## config.mk

```make
export PLATFORM = sky130hd
export DESIGN_NAME = rcr_queue
export DESIGN_NICKNAME = d
export VERILOG_FILES = /design/src/rtl/core/rcr_pkg.sv /design/src/rtl/core/rcr_queue.sv
export SDC_FILE = /design/constraint.sdc
export NUM_CORES = 1
export LEC_CHECK = 0
export BUFFER_PORTS_ARGS = -buffer_cell sky130_fd_sc_hd__buf_2
export CORE_MARGIN = 5
export CORE_UTILIZATION = 47
export DETAILED_ROUTE_END_ITERATION = 12
export HOLD_SLACK_MARGIN = 0.1
export PLACE_DENSITY = 0.76
export SYNTH_ARGS = -nofsm -noshare
export SYNTH_HDL_FRONTEND = slang
export SYNTH_SLANG_ARGS = --single-unit
```

## constraint.sdc

```tcl
create_clock -name clk_i -period 3.77 [get_ports clk_i]
set_input_delay 1.131 -clock clk_i [delete_from_list [all_inputs] [get_ports clk_i]]
set_output_delay 1.131 -clock clk_i [all_outputs]
set_load 0.03 [all_outputs]
```

## src/rtl/core/rcr_pkg.sv

```systemverilog
// Package for the rectangle canvas rasteriser: payload structs, operation codes,
// the queued command format and the back-end state encoding. No dependencies.
`timescale 1ns / 1ps
`default_nettype none

package rcr_pkg;

  // Signed cell coordinate after rounding; holds -4096..4095 and any clip bound.
  localparam int unsigned CRD_W = 14;
  // Row or column index at the largest canvas dimension.
  localparam int unsigned IDX_W = 12;
  // Canvas size count, up to the largest dimension itself.
  localparam int unsigned DIM_W = 13;
  // Configuration data width, the widest register.
  localparam int unsigned CFG_W = 9;

  typedef enum logic [1:0] {
    OP_CLEAR = 2'd0,
    OP_DRAW  = 2'd1,
    OP_READ  = 2'd2,
    OP_NOP   = 2'd3
  } op_e;

  typedef enum logic [1:0] {
    CFG_WIDTH  = 2'd0,
    CFG_HEIGHT = 2'd1,
    CFG_BG     = 2'd2,
    CFG_NONE   = 2'd3
  } cfg_idx_e;

  typedef enum logic [1:0] {
    KIND_PAINT,
    KIND_READ,
    KIND_REPLY
  } kind_e;

  typedef enum logic [1:0] {
    ST_IDLE,
    ST_PAINT,
    ST_READ,
    ST_RDOUT
  } st_e;

  typedef struct packed {
    logic [1:0]         operation;
    logic               filled;
    logic signed [19:0] corner_x;
    logic signed [19:0] corner_y;
    logic signed [19:0] rect_width;
    logic signed [19:0] rect_height;
    logic [7:0]         paint_char;
    logic [7:0]         read_row;
    logic [7:0]         read_col;
  } item_t;

  typedef struct packed {
    logic       status;
    logic [7:0] cell_char;
  } result_t;

  // Canvas settings in force, sizes already limited to 1..maximum.
  typedef struct packed {
    logic [DIM_W-1:0] w;
    logic [DIM_W-1:0] h;
    logic [7:0]       bg;
  } canvas_cfg_t;

  // Classified command handed from the front end to the back end.
  typedef struct packed {
    kind_e                   kind;
    logic                    status;
    logic                    fill;
    logic                    read_ok;
    logic [7:0]              pchar;
    logic [IDX_W-1:0]        r0;
    logic [IDX_W-1:0]        r1;
    logic [IDX_W-1:0]        c0;
    logic [IDX_W-1:0]        c1;
    logic signed [CRD_W-1:0] top;
    logic signed [CRD_W-1:0] bottom;
    logic signed [CRD_W-1:0] left;
    logic signed [CRD_W-1:0] right;
  } cmd_t;

endpackage

`default_nettype wire

```

## src/rtl/core/rcr_queue.sv

```systemverilog
// Two-entry command queue between the front end and the back end.
// Depends on rcr_pkg.
`timescale 1ns / 1ps
`default_nettype none

module rcr_queue (
  input  logic          clk_i,
  input  logic          rst_ni,
  input  logic          push_i,
  input  rcr_pkg::cmd_t data_i,
  input  logic          pop_i,
  output rcr_pkg::cmd_t data_o,
  output logic          full_o,
  output logic          empty_o
);
  import rcr_pkg::*;

  cmd_t       slot_q [2];
  logic       wr_ptr_q, wr_ptr_d, rd_ptr_q, rd_ptr_d;
  logic [1:0] count_q, count_d;

  assign full_o  = count_q == 2'd2;
  assign empty_o = count_q == 2'd0;
  assign data_o  = slot_q[rd_ptr_q];

  always_comb begin
    wr_ptr_d = wr_ptr_q ^ push_i;
    rd_ptr_d = rd_ptr_q ^ pop_i;
    count_d  = count_q + 2'(push_i) - 2'(pop_i);
  end

  always_ff @(posedge clk_i or negedge rst_ni) begin
    if (!rst_ni) begin
      wr_ptr_q <= 1'b0;
      rd_ptr_q <= 1'b0;
      count_q  <= 2'd0;
    end else begin
      wr_ptr_q <= wr_ptr_d;
      rd_ptr_q <= rd_ptr_d;
      count_q  <= count_d;
    end
  end

  always_ff @(posedge clk_i) begin
    if (push_i) begin
      slot_q[wr_ptr_q] <= data_i;
    end
  end

endmodule

`default_nettype wire

```

==> metrics.md <==
| Metric | Value |
|---|---|
| Core area | 18100 µm² |
| Input/output buffers | 239 |
| Element type at the critical path end | output port |
| RSZ-0062 raised after global routing | false |
| Hold WC Path Type | primary input to asynchronous set/reset pin |
| First-pass iteration count of the detailed router | 4 |
| Startpoint Class | flip-flop |
| Root buf cell | clkbuf_16 |
| Maximum clock path buffer count | 3 |
| Most frequent cells in the layout | buf_2, edfxtp_1, mux2_2 |
| Clock skew | 20.6 ps |
| Final worst-path cycle share | 0.869 |
| Die Y | 146 µm |
| Final Hold Fails | 0 |
| Status | complete, no violations |
| Critical Path AT | 2150 ps |
| Total GRT Usage | 0.149 |
| Max Slew Vio Count | 0 |
| CP required | 2640 ps |
| CP max FO | 118 |
| Synthesis warning total | 0 |
| Peak VDD IR | 0.561 mV |
| CTS Sinks | 238 |
| Die width | 146 µm |
| Post_cts resized | 0 |
| Fin crit period | 3280 ps |
| Dpl hpwl | 11000 µm |
| Die area | 21400 µm² |
| WS Path Type | flip-flop to output port |
| CTS clk-pin slew, worst paths | 60 ps |
| Register area share after synthesis | 0.818 |
| Site row count | 49 |
| Slew @ Worst Pin | 706 ps |
| Synth Area per Inst | 22.9 µm² |
| Highest clock rate | 305 MHz |
| Largest net degree at the start of global routing | 119 |
| PD cells | 818 nW/µm² |
| Syn nets | 505 |
| Leak | 4.18 nW |
| Placed Cells | 840 |
| Post-synthesis cell count | 380 |
| Yosys reg bits | 238 |
| Commonest non-fill, non-tap cell in the layout | buf_2 |
| Postcts setup bufs | 0 |
| DRT iter0 DRCs | 245 |
| Vias per inst | 5.00 |
| Vias | 4411 |
| Initial core utilization | 0.482 |
| Drt drc | 0 |
| CTS Hold Bufs | 0 |
| Post-synth cell types | 12 |
| Final wirelength | 16400 µm |
| Final hold slack | 418 ps |
| Layout cells sized above 1 | 0.603 |
| Routability cong. | 0.734 |
| Setup_tns | 0 ps |
| Final ANT Viol Nets | 0 |
| Max Cap Viol | 0 |
| Final setup fails | 0 |
| Grt total ovfl | 0 |
| Fin nets | 762 |
| Vias in the first global route | 4922 |
| H-tree Lvls | 1 |
| Wirelength per Cell | 18.6 µm |
| Final Non-Filler Cells | 882 |
| Ports | 240 |
| Syn Std Cell Area | 8720 µm² |
| Clk_lat worst skew | 510 ps |
| Initial antenna violation count | 1 |
| Area delta synth->final | 25.1% |
| First-pass GRT wire length | 25800 µm |
| CTS Buf Count | 24 |
| Rel. slew slack | 0.529 |
| CTS tree | built |
[cells in the mapped netlist]
master | count | area, µm²
ha_1 | 4 | 50.1
inv_1 | 4 | 15.0
nor2_1 | 1 | 3.75
nor2b_1 | 1 | 6.26
dfrtp_1 | 4 | 100
xor3_1 | 1 | 23.8
mux2_2 | 97 | 1090
mux2_4 | 20 | 300
edfxtp_1 | 234 | 7030
xor2_1 | 1 | 8.76
buf_2 | 9 | 45.0
buf_6 | 4 | 45.0
[state kept, by name, summed over array words and instances (netlist names)]
signal and cells:
slot_q 234, count_q 2, rd_ptr_q 1, wr_ptr_q 1
[through the flow]
stage / power (mW) / worst slack [ps] / instance area, µm² / utilization
floorplan: 6.08 / 672 / 8720 / -
global placement: 6.86 / 1080 / 10200 / 0.565
detailed placement: 6.93 / 1060 / 10200 / 0.565
CTS: 9.03 / 504 / 10900 / 0.603
global route: 9.32 / 458 / 10900 / 0.603
finish: 8.92 / 493 / 10900 / 0.603
[path summary, 6_finish.rpt]
kind	slack [ps]	cells past startpoint	startpoint	to
max in group asynchronous	3210	1	rst_ni	rd_ptr_q$_DFF_PN0_
worst max register to register	1940	3	wr_ptr_q$_DFF_PN0_	slot_q[0][5]$_DFFE_PP_
min in group clk_i	650	1	count_q[1]$_DFF_PN0_	count_q[1]$_DFF_PN0_
worst min-delay path	420	1	rst_ni	wr_ptr_q$_DFF_PN0_
worst min register to register	650	1	count_q[1]$_DFF_PN0_	count_q[1]$_DFF_PN0_
worst max-delay path	490	3	rd_ptr_q$_DFF_PN0_	data_o[6]
[kinds of logic (layout without fill, tap and decap cells)]
| family | count (synthesis) | count (layout) | share of synthesized area |
|---|---|---|---|
| flops | 238 | 238 | 0.818 |
| mux | 117 | 117 | 0.160 |
| buf+inv | 17 | 289 | 0.0121 |
| fa+ha+maj | 4 | 4 | 0.00574 |
| xor+xnor | 2 | 2 | 0.00373 |
| simple gates | 2 | 2 | 0.00115 |
| other cells | 0 | 1 | 0 |
[worst max-delay path, stage by stage, from the launching register on]
cell	delay, ps
dfrtp_4	410
buf_12	510
mux2_2	430
buf_2	180
[power by group]
part	internal, mW	switching [mW]
clock	1.18	0.910
sequential	3.51	0.119
combinational	1.13	2.08
total	5.82	3.10
[final cells by class]
cell class                 count  area, µm²
antenna                        1       2.50
clock buffer                  32        631
clock inverter                 9       57.6
fill                        1307       7180
inverter                       4       15.0
multi-input combinational    125       1510
sequential                   238       7130
tap                          229        287
timing repair buffer         244       1270
[layer usage]
layer	track usage	routed length, µm	part of all wire	vias up
met5	0	20	0.0012	-
met2	0.263	8290	0.51	169
met1	0.172	6280	0.38	2176
met3	0.0483	1290	0.079	39
met4	0.0489	509	0.031	2
li1	-	-	-	2025
Note: power is estimated with default switching activity, not from simulation.
