### src/rtl/core/rcr_pkg.sv
// Package for the rectangle canvas rasteriser: payload structs, operation codes,
// the queued command format and the back-end state encoding. No dependencies.
`timescale 1ns / 1ps
`default_nettype none

package rcr_pkg;

  // Signed cell coordinate after rounding; holds -4096..4095 and any clip bound.
  localparam int unsigned CRD_W = 14;
  // Row or column index at the largest canvas dimension.
  localparam int unsigned IDX_W = 12;
  // Canvas size count, up to the largest dimension itself.
  localparam int unsigned DIM_W = 13;
  // Configuration data width, the widest register.
  localparam int unsigned CFG_W = 9;

  typedef enum logic [1:0] {
    OP_CLEAR = 2'd0,
    OP_DRAW  = 2'd1,
    OP_READ  = 2'd2,
    OP_NOP   = 2'd3
  } op_e;

  typedef enum logic [1:0] {
    CFG_WIDTH  = 2'd0,
    CFG_HEIGHT = 2'd1,
    CFG_BG     = 2'd2,
    CFG_NONE   = 2'd3
  } cfg_idx_e;

  typedef enum logic [1:0] {
    KIND_PAINT,
    KIND_READ,
    KIND_REPLY
  } kind_e;

  typedef enum logic [1:0] {
    ST_IDLE,
    ST_PAINT,
    ST_READ,
    ST_RDOUT
  } st_e;

  typedef struct packed {
    logic [1:0]         operation;
    logic               filled;
    logic signed [19:0] corner_x;
    logic signed [19:0] corner_y;
    logic signed [19:0] rect_width;
    logic signed [19:0] rect_height;
    logic [7:0]         paint_char;
    logic [7:0]         read_row;
    logic [7:0]         read_col;
  } item_t;

  typedef struct packed {
    logic       status;
    logic [7:0] cell_char;
  } result_t;

  // Canvas settings in force, sizes already limited to 1..maximum.
  typedef struct packed {
    logic [DIM_W-1:0] w;
    logic [DIM_W-1:0] h;
    logic [7:0]       bg;
  } canvas_cfg_t;

  // Classified command handed from the front end to the back end.
  typedef struct packed {
    kind_e                   kind;
    logic                    status;
    logic                    fill;
    logic                    read_ok;
    logic [7:0]              pchar;
    logic [IDX_W-1:0]        r0;
    logic [IDX_W-1:0]        r1;
    logic [IDX_W-1:0]        c0;
    logic [IDX_W-1:0]        c1;
    logic signed [CRD_W-1:0] top;
    logic signed [CRD_W-1:0] bottom;
    logic signed [CRD_W-1:0] left;
    logic signed [CRD_W-1:0] right;
  } cmd_t;

endpackage

`default_nettype wire

### src/rtl/core/rcr_front.sv
// Front end: rounds and clips a rectangle, classifies each item into a command.
// Depends on rcr_pkg.
`timescale 1ns / 1ps
`default_nettype none

module rcr_front (
  input  rcr_pkg::item_t       item_i,
  input  rcr_pkg::canvas_cfg_t cfg_i,
  output rcr_pkg::cmd_t        cmd_o
);
  import rcr_pkg::*;

  logic [20:0] xc, yc, xr, yb;
  logic signed [CRD_W-1:0] left, top, right, bottom;
  logic signed [CRD_W-1:0] wmax, hmax, r0, r1, c0, c1;
  logic reject, empty, read_ok;

  // ceil(v) = floor(v + 255) in Q8, floor is an arithmetic shift
  assign xc = {item_i.corner_x[19], item_i.corner_x} + 21'd255;
  assign yc = {item_i.corner_y[19], item_i.corner_y} + 21'd255;
  assign xr = {item_i.corner_x[19], item_i.corner_x}
            + {item_i.rect_width[19], item_i.rect_width};
  assign yb = {item_i.corner_y[19], item_i.corner_y}
            + {item_i.rect_height[19], item_i.rect_height};

  assign left   = CRD_W'($signed(xc) >>> 8);
  assign top    = CRD_W'($signed(yc) >>> 8);
  assign right  = CRD_W'($signed(xr) >>> 8);
  assign bottom = CRD_W'($signed(yb) >>> 8);

  assign wmax = $signed({1'b0, cfg_i.w}) - 14'sd1;
  assign hmax = $signed({1'b0, cfg_i.h}) - 14'sd1;

  assign r0 = top[CRD_W-1]  ? '0 : top;
  assign c0 = left[CRD_W-1] ? '0 : left;
  assign r1 = (bottom > hmax) ? hmax : bottom;
  assign c1 = (right > wmax)  ? wmax : right;

  assign reject  = item_i.rect_width[19] || (item_i.rect_width == '0)
                || item_i.rect_height[19] || (item_i.rect_height == '0);
  assign empty   = (r0 > r1) || (c0 > c1);
  assign read_ok = ({5'd0, item_i.read_row} < cfg_i.h)
                && ({5'd0, item_i.read_col} < cfg_i.w);

  always_comb begin
    cmd_o      = '0;
    cmd_o.kind = KIND_REPLY;
    unique case (op_e'(item_i.operation))
      OP_CLEAR: begin
        // a clear is a filled paint of the whole canvas in use
        cmd_o.kind  = KIND_PAINT;
        cmd_o.fill  = 1'b1;
        cmd_o.pchar = cfg_i.bg;
        cmd_o.r1    = IDX_W'(cfg_i.h - 13'd1);
        cmd_o.c1    = IDX_W'(cfg_i.w - 13'd1);
      end
      OP_DRAW: begin
        if (reject) begin
          cmd_o.status = 1'b1;
        end else if (!empty) begin
          cmd_o.kind   = KIND_PAINT;
          cmd_o.fill   = item_i.filled;
          cmd_o.pchar  = item_i.paint_char;
          cmd_o.r0     = IDX_W'(r0);
          cmd_o.r1     = IDX_W'(r1);
          cmd_o.c0     = IDX_W'(c0);
          cmd_o.c1     = IDX_W'(c1);
          cmd_o.top    = top;
          cmd_o.bottom = bottom;
          cmd_o.left   = left;
          cmd_o.right  = right;
        end
      end
      OP_READ: begin
        cmd_o.kind    = KIND_READ;
        cmd_o.read_ok = read_ok;
        cmd_o.r0      = IDX_W'(item_i.read_row);
        cmd_o.c0      = IDX_W'(item_i.read_col);
      end
      OP_NOP: begin
        cmd_o.kind = KIND_REPLY;
      end
    endcase
  end

endmodule

`default_nettype wire

### config.mk
export PLATFORM = sky130hd
export DESIGN_NAME = rcr_front
export DESIGN_NICKNAME = d
export VERILOG_FILES = /design/src/rtl/core/rcr_pkg.sv /design/src/rtl/core/rcr_front.sv
export SDC_FILE = /design/constraint.sdc
export NUM_CORES = 1
export LEC_CHECK = 0
export ABC_AREA = 1
export ABC_CLOCK_PERIOD_IN_PS = 9310
export BUFFER_PORTS_ARGS = -buffer_cell sky130_fd_sc_hd__buf_4
export CAP_MARGIN = 20
export CORE_MARGIN = 1.5
export CORE_UTILIZATION = 50
export DETAILED_ROUTE_END_ITERATION = 6
export PLACE_DENSITY = 0.8
export RECOVER_POWER = 50
export SYNTH_ARGS = -nofsm -noshare
export SYNTH_HDL_FRONTEND = slang
export SYNTH_SLANG_ARGS = --single-unit
export TNS_END_PERCENT = 5
### constraint.sdc
create_clock -name vclk -period 9.31
set_input_delay 0.4655 -clock vclk [all_inputs]
set_output_delay 0.4655 -clock vclk [all_outputs]
set_load 0.03 [all_outputs]
==> results.sh, run 1 <==
export IMPL_critPathCaptureType="primary output"
export IMPL_ir_worst_vdd_mv=0.0508
export IMPL_synth_nets=1498
export IMPL_die_y_um=117
export IMPL_antennaDiodeCount=0
export IMPL_final_layout_size_suffix_gt1_frac=0.160
export IMPL_vias=8722
export IMPL_run_status="finished with violations"
export IMPL_ctsHoldBuffers=0
export IMPL_cts_resized=0
export IMPL_grt_usage=0.330
export IMPL_post_cts_setup_buffers=0
export IMPL_grt_setup_unrepaired="false"
export IMPL_critPathMaxFanout=68
export IMPL_grt_pass1_wl_um=37900
export IMPL_crit_path_end="cmd_o[80]"
export IMPL_synth_top_area_cell="ha_1"
export IMPL_worstSetupPathType="input port to primary output"
export IMPL_worstPathRequired_ns=8.84
export IMPL_ant_nets=0
export IMPL_cp_common_cell="nand2_1"
export IMPL_antenna_found_initial=0
export IMPL_syn_avg_cell_area_sq_um=5.25
export IMPL_start_util=0.515
export IMPL_routed_via_density=5.28
export IMPL_slew_headroom=0.0994
export IMPL_violations="max-capacitance violations"
export IMPL_ys_seq_area_frac=0
export IMPL_min_period_over_period=0.855
export IMPL_ys_warn_count=0
export IMPL_design_seq_count=0
export IMPL_syn_to_final_growth_pct=27.4
export IMPL_cp_num_buf_inv=5
export IMPL_drtPass1Iterations=5
export IMPL_hp_class="input port to primary output"
export IMPL_hpwlAfterDp_um=20900
export IMPL_portBuffers=258
export IMPL_overflow=0
export IMPL_max_stage_delay_ns=1.04
export IMPL_synth_most_common_cell="nand2_1"
export IMPL_globalplace_congestion=1.00
export IMPL_worstPathArrival_ns=7.49
export IMPL_wl_per_cell_um=14.6
export IMPL_die_area_sq_mm=0.0138
export IMPL_syn_area_sq_mm=0.00655
export IMPL_crit_start="item_i[74]"
export IMPL_drt_iter0_drc=644
export IMPL_fin_crit_ns=7.96
export IMPL_hold_ws_ns=1.24
export IMPL_ys_top_cells_by_count="nand2_1, inv_1, nor2_1"
export IMPL_netlist_top_cells_area="ha_1, nand2_1, inv_1"
export IMPL_fin_nets=1733
export IMPL_wirelength_um=24100
export IMPL_tightest_slew_ns=1.35
export IMPL_hold_violations=0
export IMPL_tns_ns=0
export IMPL_nClkBuffers=0
export IMPL_cellPowerDensity_mw_per_mm2=78.0
export IMPL_regArea_sq_um=0
export IMPL_synth_cells=1246
export IMPL_cp_start_kind="input port"
export IMPL_drc=0
export IMPL_drv_cap=1
export IMPL_grt_max_degree=69
export IMPL_cp_depth=35
export IMPL_hold_depth=4
export IMPL_slew_violations=0
export IMPL_fin_util=0.656
export IMPL_dpl_cell_area_sq_mm=0.00855
export IMPL_rows=41
export IMPL_crit_family="simple AND/OR/NAND/NOR gates"
export IMPL_setup_viol=0
export IMPL_coreArea_sq_mm=0.0127
export IMPL_grt_pass1_vias=7903
export IMPL_yosys_cell_types_count=35
export IMPL_boundaryPins=258
export IMPL_fmax_ghz=0.126
export IMPL_synth_top_area_frac=0.212
export IMPL_die_w_um=117
export IMPL_postLayoutCellArea_sq_mm=0.00834
export IMPL_cpMaxStageDelayCell="nand3_2"
export IMPL_p_leak_nw=4.88
-- logic make-up after synthesis --
group | share of synthesized area
AOI/OAI and AO/OA | 0.150
adders and majority gates | 0.212
xor gates and xnor gates | 0.0562
buffers and inverters | 0.140
and+or+nand+nor | 0.442
-- how the worst min path moves through the flow --
stage                           start         end
after CTS                  item_i[23]  cmd_o[111]
after global placement    item_i[104]  cmd_o[113]
after floorplan            item_i[98]   cmd_o[20]
after global routing      item_i[104]  cmd_o[113]
after detailed placement   item_i[23]  cmd_o[111]
final                      item_i[23]  cmd_o[111]
-- per-layer routing --
layer	global-route usage	up-vias	routed length (um)	share of wire
met5	0	-	0	0
met2	0.600	373	11500	0.48
li1	-	4467	-	-
met1	0.434	3848	10300	0.43
met4	0.0640	0	456	0.019
met3	0.0131	34	1790	0.074
-- cell type report --
type                       instances  area (sq um)
multi-input combinational       1018          5610
fill                            1376          4380
timing repair buffer             259          1760
inverter                         202           758
tap                              172           215
-- layout by cell type (no fill, tap or decap), types with 3 or more instances in the layout --
cell type / synthesis / final
ha_1: 111 / 111
nand3_1: 74 / 74
nor2_1: 154 / 159
nand2_1: 370 / 371
inv_1: 198 / 198
nor3b_1: 3 / 3
o211ai_1: 3 / 3
buf_4: 6 / 210
xnor2_1: 6 / 6
xor2_1: 36 / 36
or2_2: 9 / 9
nor4_1: 8 / 8
o21ai_0: 55 / 55
nor3_1: 24 / 24
clkbuf_1: 10 / 49
o21bai_1: 19 / 19
a21oi_1: 91 / 91
nand4_1: 17 / 17
and2_1: 5 / 5
nand2_2: 4 / 3
a21o_1: 7 / 7
nor2_2: 12 / 7
-- where the power goes --
part	internal [mW]	total [mW]	switching, mW	leakage [nW]
Sequential	0	0	0	0
Combinational	0.225	0.651	0.425	4.88
Clock	0	0	0	0
Total	0.225	0.651	0.425	4.88
-- stage by stage --
stage                     power (mW)  worst slack (ns)  std cells
after floorplan                0.438              3.60       1246
after global placement         0.633              2.12       1651
after detailed placement       0.643              2.07       1651
after CTS                      0.646              2.07       1651
after global routing           0.726             0.772       1651
final                          0.651              1.35       1651
(Power assumes the default switching activity.)
==> run 2, diff against run 1 <==
--- a/config.mk
+++ b/config.mk
@@ -5,14 +5,13 @@
 export SDC_FILE = /design/constraint.sdc
 export NUM_CORES = 1
 export LEC_CHECK = 0
-export ABC_AREA = 1
-export ABC_CLOCK_PERIOD_IN_PS = 9310
+export ABC_CLOCK_PERIOD_IN_PS = 9800
 export BUFFER_PORTS_ARGS = -buffer_cell sky130_fd_sc_hd__buf_4
 export CAP_MARGIN = 20
 export CORE_MARGIN = 1.5
 export CORE_UTILIZATION = 50
 export DETAILED_ROUTE_END_ITERATION = 6
-export PLACE_DENSITY = 0.8
+export PLACE_DENSITY = 0.84
 export RECOVER_POWER = 50
 export SYNTH_ARGS = -nofsm -noshare
 export SYNTH_HDL_FRONTEND = slang
==> constraint.sdc (replaced) <==
create_clock -name vclk -period 9.8
set_input_delay 0.49 -clock vclk [all_inputs]
set_output_delay 0.49 -clock vclk [all_outputs]
set_load 0.03 [all_outputs]
==> run 2 against run 1 <==
  * The run now ends clean
  * Total power decreased by 18%
  * Utilization is 3.3 points higher
  * Setup slack lost 0.27 ns
  * Critical path depth fell by 8
  * Combinational power is 18% lower
  * Synthesized area down 18%
  * Largest cell class unchanged
  * Highest routed layer unchanged
==> results.sh, run 2 <==
export IMPL_synth_top_area_cell="ha_1"
export IMPL_die_area_sq_mm=0.0114
export IMPL_worstPathRequired_ns=9.31
export IMPL_globalplace_congestion=1.03
export IMPL_post_cts_setup_buffers=0
export IMPL_grt_max_degree=49
export IMPL_portBuffers=258
export IMPL_coreArea_sq_mm=0.0104
export IMPL_crit_start="item_i[35]"
export IMPL_cpMaxStageDelayCell="o41ai_1"
export IMPL_antennaDiodeCount=0
export IMPL_wl_per_cell_um=18.0
export IMPL_hp_class="input port to primary output"
export IMPL_drv_cap=0
export IMPL_syn_avg_cell_area_sq_um=7.01
export IMPL_drc=0
export IMPL_placed_cells=1133
export IMPL_yosys_cell_types_count=63
export IMPL_slew_violations=0
export IMPL_grt_setup_unrepaired="false"
export IMPL_grt_pass1_wl_um=31500
export IMPL_hp_start="item_i[18]"
export IMPL_fillers=977
export IMPL_hpwlAfterDp_um=17500
export IMPL_cp_num_buf_inv=5
export IMPL_ys_seq_area_frac=0
export IMPL_ir_worst_vdd_mv=0.0430
export IMPL_synth_most_common_cell="ha_1"
export IMPL_slew_headroom=0.271
export IMPL_grt_pass1_vias=6400
export IMPL_fin_util=0.689
export IMPL_finalPower_uw=531
export IMPL_cellPowerDensity_mw_per_mm2=74.3
export IMPL_netlist_top_cells_area="ha_1, nor2_1, xnor2_1"
export IMPL_ys_top_cells_by_count="ha_1, nor2_1, nand2_1"
export IMPL_overflow=0
export IMPL_run_status="completed"
export IMPL_hold_violations=0
export IMPL_synth_cells=768
export IMPL_final_cells=1135
export IMPL_worstPathArrival_ns=8.23
export IMPL_p_leak_nw=3.57
export IMPL_synth_nets=1020
export IMPL_routed_via_density=5.99
export IMPL_pre_cts_ws_ns=1.42
export IMPL_synth_top_area_frac=0.258
export IMPL_fmax_ghz=0.115
export IMPL_die_y_um=107
export IMPL_layout_commonest_cell="buf_4"
export IMPL_hold_ws_ns=1.31
export IMPL_final_layout_size_suffix_gt1_frac=0.238
export IMPL_tns_ns=0
export IMPL_drt_iter0_drc=405
export IMPL_ys_warn_count=0
export IMPL_crit_family="compound AO/OA/AOI/OAI gates"
export IMPL_max_stage_delay_ns=0.75
export IMPL_start_util=0.519
export IMPL_fin_crit_ns=8.72
export IMPL_drtPass1Iterations=6
export IMPL_ctsHoldBuffers=0
export IMPL_vias=6803
export IMPL_postLayoutCellArea_sq_mm=0.00715
export IMPL_grt_usage=0.341
export IMPL_setup_slack_ns=1.08
export IMPL_syn_area_sq_mm=0.00538
export IMPL_regArea_sq_um=0
export IMPL_rows=37
export IMPL_setup_viol=0
export IMPL_critPathCaptureType="primary output"
export IMPL_wirelength_um=20400
export IMPL_dpl_cell_area_sq_mm=0.00734
export IMPL_cts_resized=0
export IMPL_final_cell_mix="buf_4, ha_1, nor2_1"
export IMPL_ant_nets=0
export IMPL_boundaryPins=258
export IMPL_syn_to_final_growth_pct=32.8
export IMPL_critPathMaxFanout=48
export IMPL_min_period_over_period=0.890
export IMPL_antenna_found_initial=0
export IMPL_worstSetupPathType="input port to primary output"
export IMPL_fin_nets=1253
export IMPL_design_seq_count=0
export IMPL_tightest_slew_ns=1.09
export IMPL_die_w_um=107
export IMPL_cp_start_kind="input port"
export IMPL_nClkBuffers=0
run 2: cell types whose count changed in the layout (fill, tap and decap cells not counted), sizes merged, moves of 13 or more:
cell | before | now
nand2 | 374 | 63
nor4 | 8 | 22
o21bai | 19 | 4
nor2 | 168 | 89
a21oi | 91 | 37
o21ai | 57 | 41
o41ai | 0 | 13
inv | 200 | 57
xnor2 | 6 | 33
a21o | 7 | 24
nand3 | 76 | 18
o22ai | 0 | 13
and2 | 5 | 19
run 2: path summary, 6_finish.rpt:
path / slack, ns / depth (start not counted) / endpoint
hold / removal: 1.31 / 3 / cmd_o[106]
setup / recovery: 1.08 / 27 / cmd_o[90]
run 2: logic make-up (layout without fill, tap and decap cells):
| group | Yosys count | count (layout) | synth area share |
|---|---|---|---|
| AOI/OAI and AO/OA | 203 | 203 | 0.276 |
| xor gates and xnor gates | 60 | 60 | 0.0977 |
| adders and majority gates | 111 | 111 | 0.258 |
| buffers and inverters | 88 | 319 | 0.0698 |
| muxes | 11 | 11 | 0.0221 |
| and+or+nand+nor | 295 | 295 | 0.277 |
run 2: routing by layer:
metal	vias to the layer above	share of wire	track usage
met1	3091	0.41	0.420
met4	0	0.043	0.128
met3	64	0.073	0.0188
met5	-	0	0
li1	3302	-	-
met2	346	0.47	0.621
run 2: power by group:
group          switching (mW)  internal, mW
Clock                       0             0
Combinational           0.320         0.212
Sequential                  0             0
run 2: layout make-up:
class | instances | area [sq um] | area share
Multi-Input combinational cell | 680 | 4960 | 0.694
Timing Repair Buffer | 262 | 1810 | 0.253
Inverter | 57 | 214 | 0.0299
Tap cell | 136 | 170 | 0.0238
==> run 3, diff against run 2 <==
--- a/config.mk
+++ b/config.mk
@@ -5,13 +5,14 @@
 export SDC_FILE = /design/constraint.sdc
 export NUM_CORES = 1
 export LEC_CHECK = 0
+export ABC_AREA = 1
 export ABC_CLOCK_PERIOD_IN_PS = 9800
 export BUFFER_PORTS_ARGS = -buffer_cell sky130_fd_sc_hd__buf_4
 export CAP_MARGIN = 20
 export CORE_MARGIN = 1.5
 export CORE_UTILIZATION = 50
 export DETAILED_ROUTE_END_ITERATION = 6
-export PLACE_DENSITY = 0.84
+export PLACE_DENSITY = 0.8
 export RECOVER_POWER = 50
 export SYNTH_ARGS = -nofsm -noshare
 export SYNTH_HDL_FRONTEND = slang
==> run 3 against run 2 <==
  * First-iteration DRC count is 43% higher
  * Hold slack got worse by 0.024 ns
  * Final cell count grew 45%
  * Via count up 27%
  * Combinational power is 15% higher
  * Critical path depth up 12
  * Setup slack improved by 1.4 ns
  * Final area rose by 17%
  * Count of clock-buffer cells in the layout unchanged
  * Maximum frequency up 20%
  * Utilization down 3.3 points
  * Critical path type unchanged
==> results.sh, run 3 (synthesis results as in run 1) <==
export IMPL_antennaDiodeCount=0
export IMPL_met1_usage=0.418
export IMPL_cp_common_cell="nand2_1"
export IMPL_slew_violations=0
export IMPL_design_seq_count=0
export IMPL_boundaryPins=258
export IMPL_fin_nets=1733
export IMPL_max_stage_delay_ns=0.62
export IMPL_cts_resized=0
export IMPL_dpl_cell_area_sq_mm=0.00855
export IMPL_power_frac_seq=0
export IMPL_critPathMaxFanout=68
export IMPL_grtUsageMet2=0.584
export IMPL_globalplace_congestion=1.02
export IMPL_hold_depth=4
export IMPL_overflow=0
export IMPL_hp_start="item_i[23]"
export IMPL_postLayoutCellArea_sq_mm=0.00835
export IMPL_p_leak_nw=4.90
export IMPL_regArea_sq_um=0
export IMPL_pwr_share_comb=1.000
export IMPL_rows=41
export IMPL_fin_crit_ns=7.30
export IMPL_p_int_uw=214
export IMPL_syn_to_final_growth_pct=27.6
export IMPL_portBuffers=258
export IMPL_hpwlAfterDp_um=20800
export IMPL_cellPowerDensity_mw_per_mm2=73.2
export IMPL_cp_start_kind="input port"
export IMPL_ctsHoldBuffers=0
export IMPL_layout_commonest_cell="nand2_1"
export IMPL_drv_cap=0
export IMPL_die_area_sq_mm=0.0138
export IMPL_grt_setup_unrepaired="false"
export IMPL_worstSetupPathType="input port to primary output"
export IMPL_hold_violations=0
export IMPL_setup_viol=0
export IMPL_tightest_slew_ns=0.852
export IMPL_cpMaxStageDelayCell="nand3_4"
export IMPL_busiest_layer="met2"
export IMPL_grt_pass1_vias=8105
export IMPL_post_cts_setup_buffers=0
export IMPL_hp_class="input port to primary output"
export IMPL_antenna_found_initial=0
export IMPL_die_y_um=117
export IMPL_start_util=0.515
export IMPL_final_cell_mix="nand2_1, buf_4, inv_1"
export IMPL_grt_met3_usage=0.0345
export IMPL_wirelength_um=23700
export IMPL_slew_headroom=0.428
export IMPL_worstPathRequired_ns=9.31
export IMPL_drt_iter0_drc=580
export IMPL_ant_nets=0
export IMPL_p_switching_uw=398
export IMPL_tns_ns=0
export IMPL_die_w_um=117
export IMPL_grt_pass1_wl_um=38000
export IMPL_ir_worst_vdd_mv=0.0541
export IMPL_drtPass1Iterations=5
export IMPL_fmax_ghz=0.137
export IMPL_vias=8638
export IMPL_grt_max_degree=69
export IMPL_coreArea_sq_mm=0.0127
export IMPL_worstPathArrival_ns=6.81
export IMPL_final_layout_size_suffix_gt1_frac=0.159
export IMPL_run_status="completed"
export IMPL_drc=0
export IMPL_worstHoldEndpoint="cmd_o[111]"
export IMPL_routed_via_density=5.23
export IMPL_critPathCaptureType="primary output"
export IMPL_wl_per_cell_um=14.4
export IMPL_finalPower_uw=611
export IMPL_sw_frac_of_total=0.650
export IMPL_clkPwrFrac=0
export IMPL_nClkBuffers=0
export IMPL_grt_usage=0.331
export IMPL_min_period_over_period=0.744
[run 3: worst max path at each step]
stage	from	endpoint	slack, ns	cells after the start
2_1_floorplan	item_i[32]	cmd_o[13]	4.04	38
3_5_place_dp	item_i[74]	cmd_o[85]	2.54	40
4_1_cts	item_i[74]	cmd_o[85]	2.52	39
6_report	item_i[74]	cmd_o[65]	2.50	39
3_3_place_gp	item_i[74]	cmd_o[85]	2.58	39
5_1_grt	item_i[74]	cmd_o[85]	1.75	39
[run 3: stage by stage]
| step | instances | hold slack, ns | setup WS [ns] | util |
|---|---|---|---|---|
| finish | 1651 | 1.29 | 2.50 | 0.656 |
| global route | 1651 | 1.31 | 1.75 | 0.656 |
| CTS | 1651 | 1.29 | 2.52 | 0.672 |
| detailed placement | 1651 | 1.29 | 2.54 | 0.672 |
| global placement | 1651 | 1.29 | 2.58 | 0.672 |
| floorplan | 1246 | 1.17 | 4.04 | - |
[run 3: power groups by stage]
stage                     combinational [mW]  sequential (mW)  clock [mW]
after floorplan                        0.416                0           0
after global placement                 0.601                0           0
after detailed placement               0.608                0           0
after CTS                              0.611                0           0
after global routing                   0.687                0           0
final                                  0.611                0           0
[run 3: final cells by class]
| class | count | area (sq um) |
|---|---|---|
| inverter | 202 | 758 |
| timing repair buffer | 259 | 1770 |
| multi-input combinational | 1018 | 5610 |
| fill | 1383 | 4370 |
| tap | 172 | 215 |
[run 3: critical path: cells and delay by family]
kind	cells	cell delay [ns]
buffers and inverters	6	1.26
adders and majority gates	3	0.98
and+or+nand+nor	25	3.05
AOI/OAI and AO/OA	4	0.76
xor gates and xnor gates	1	0.28
[run 3: per-layer routing]
| layer | vias to the layer above | wire length [um] |
|---|---|---|
| li1 | 4467 | - |
| met1 | 3759 | 10300 |
| met2 | 350 | 10900 |
| met3 | 62 | 1700 |
| met4 | 0 | 852 |
| met5 | - | 0 |
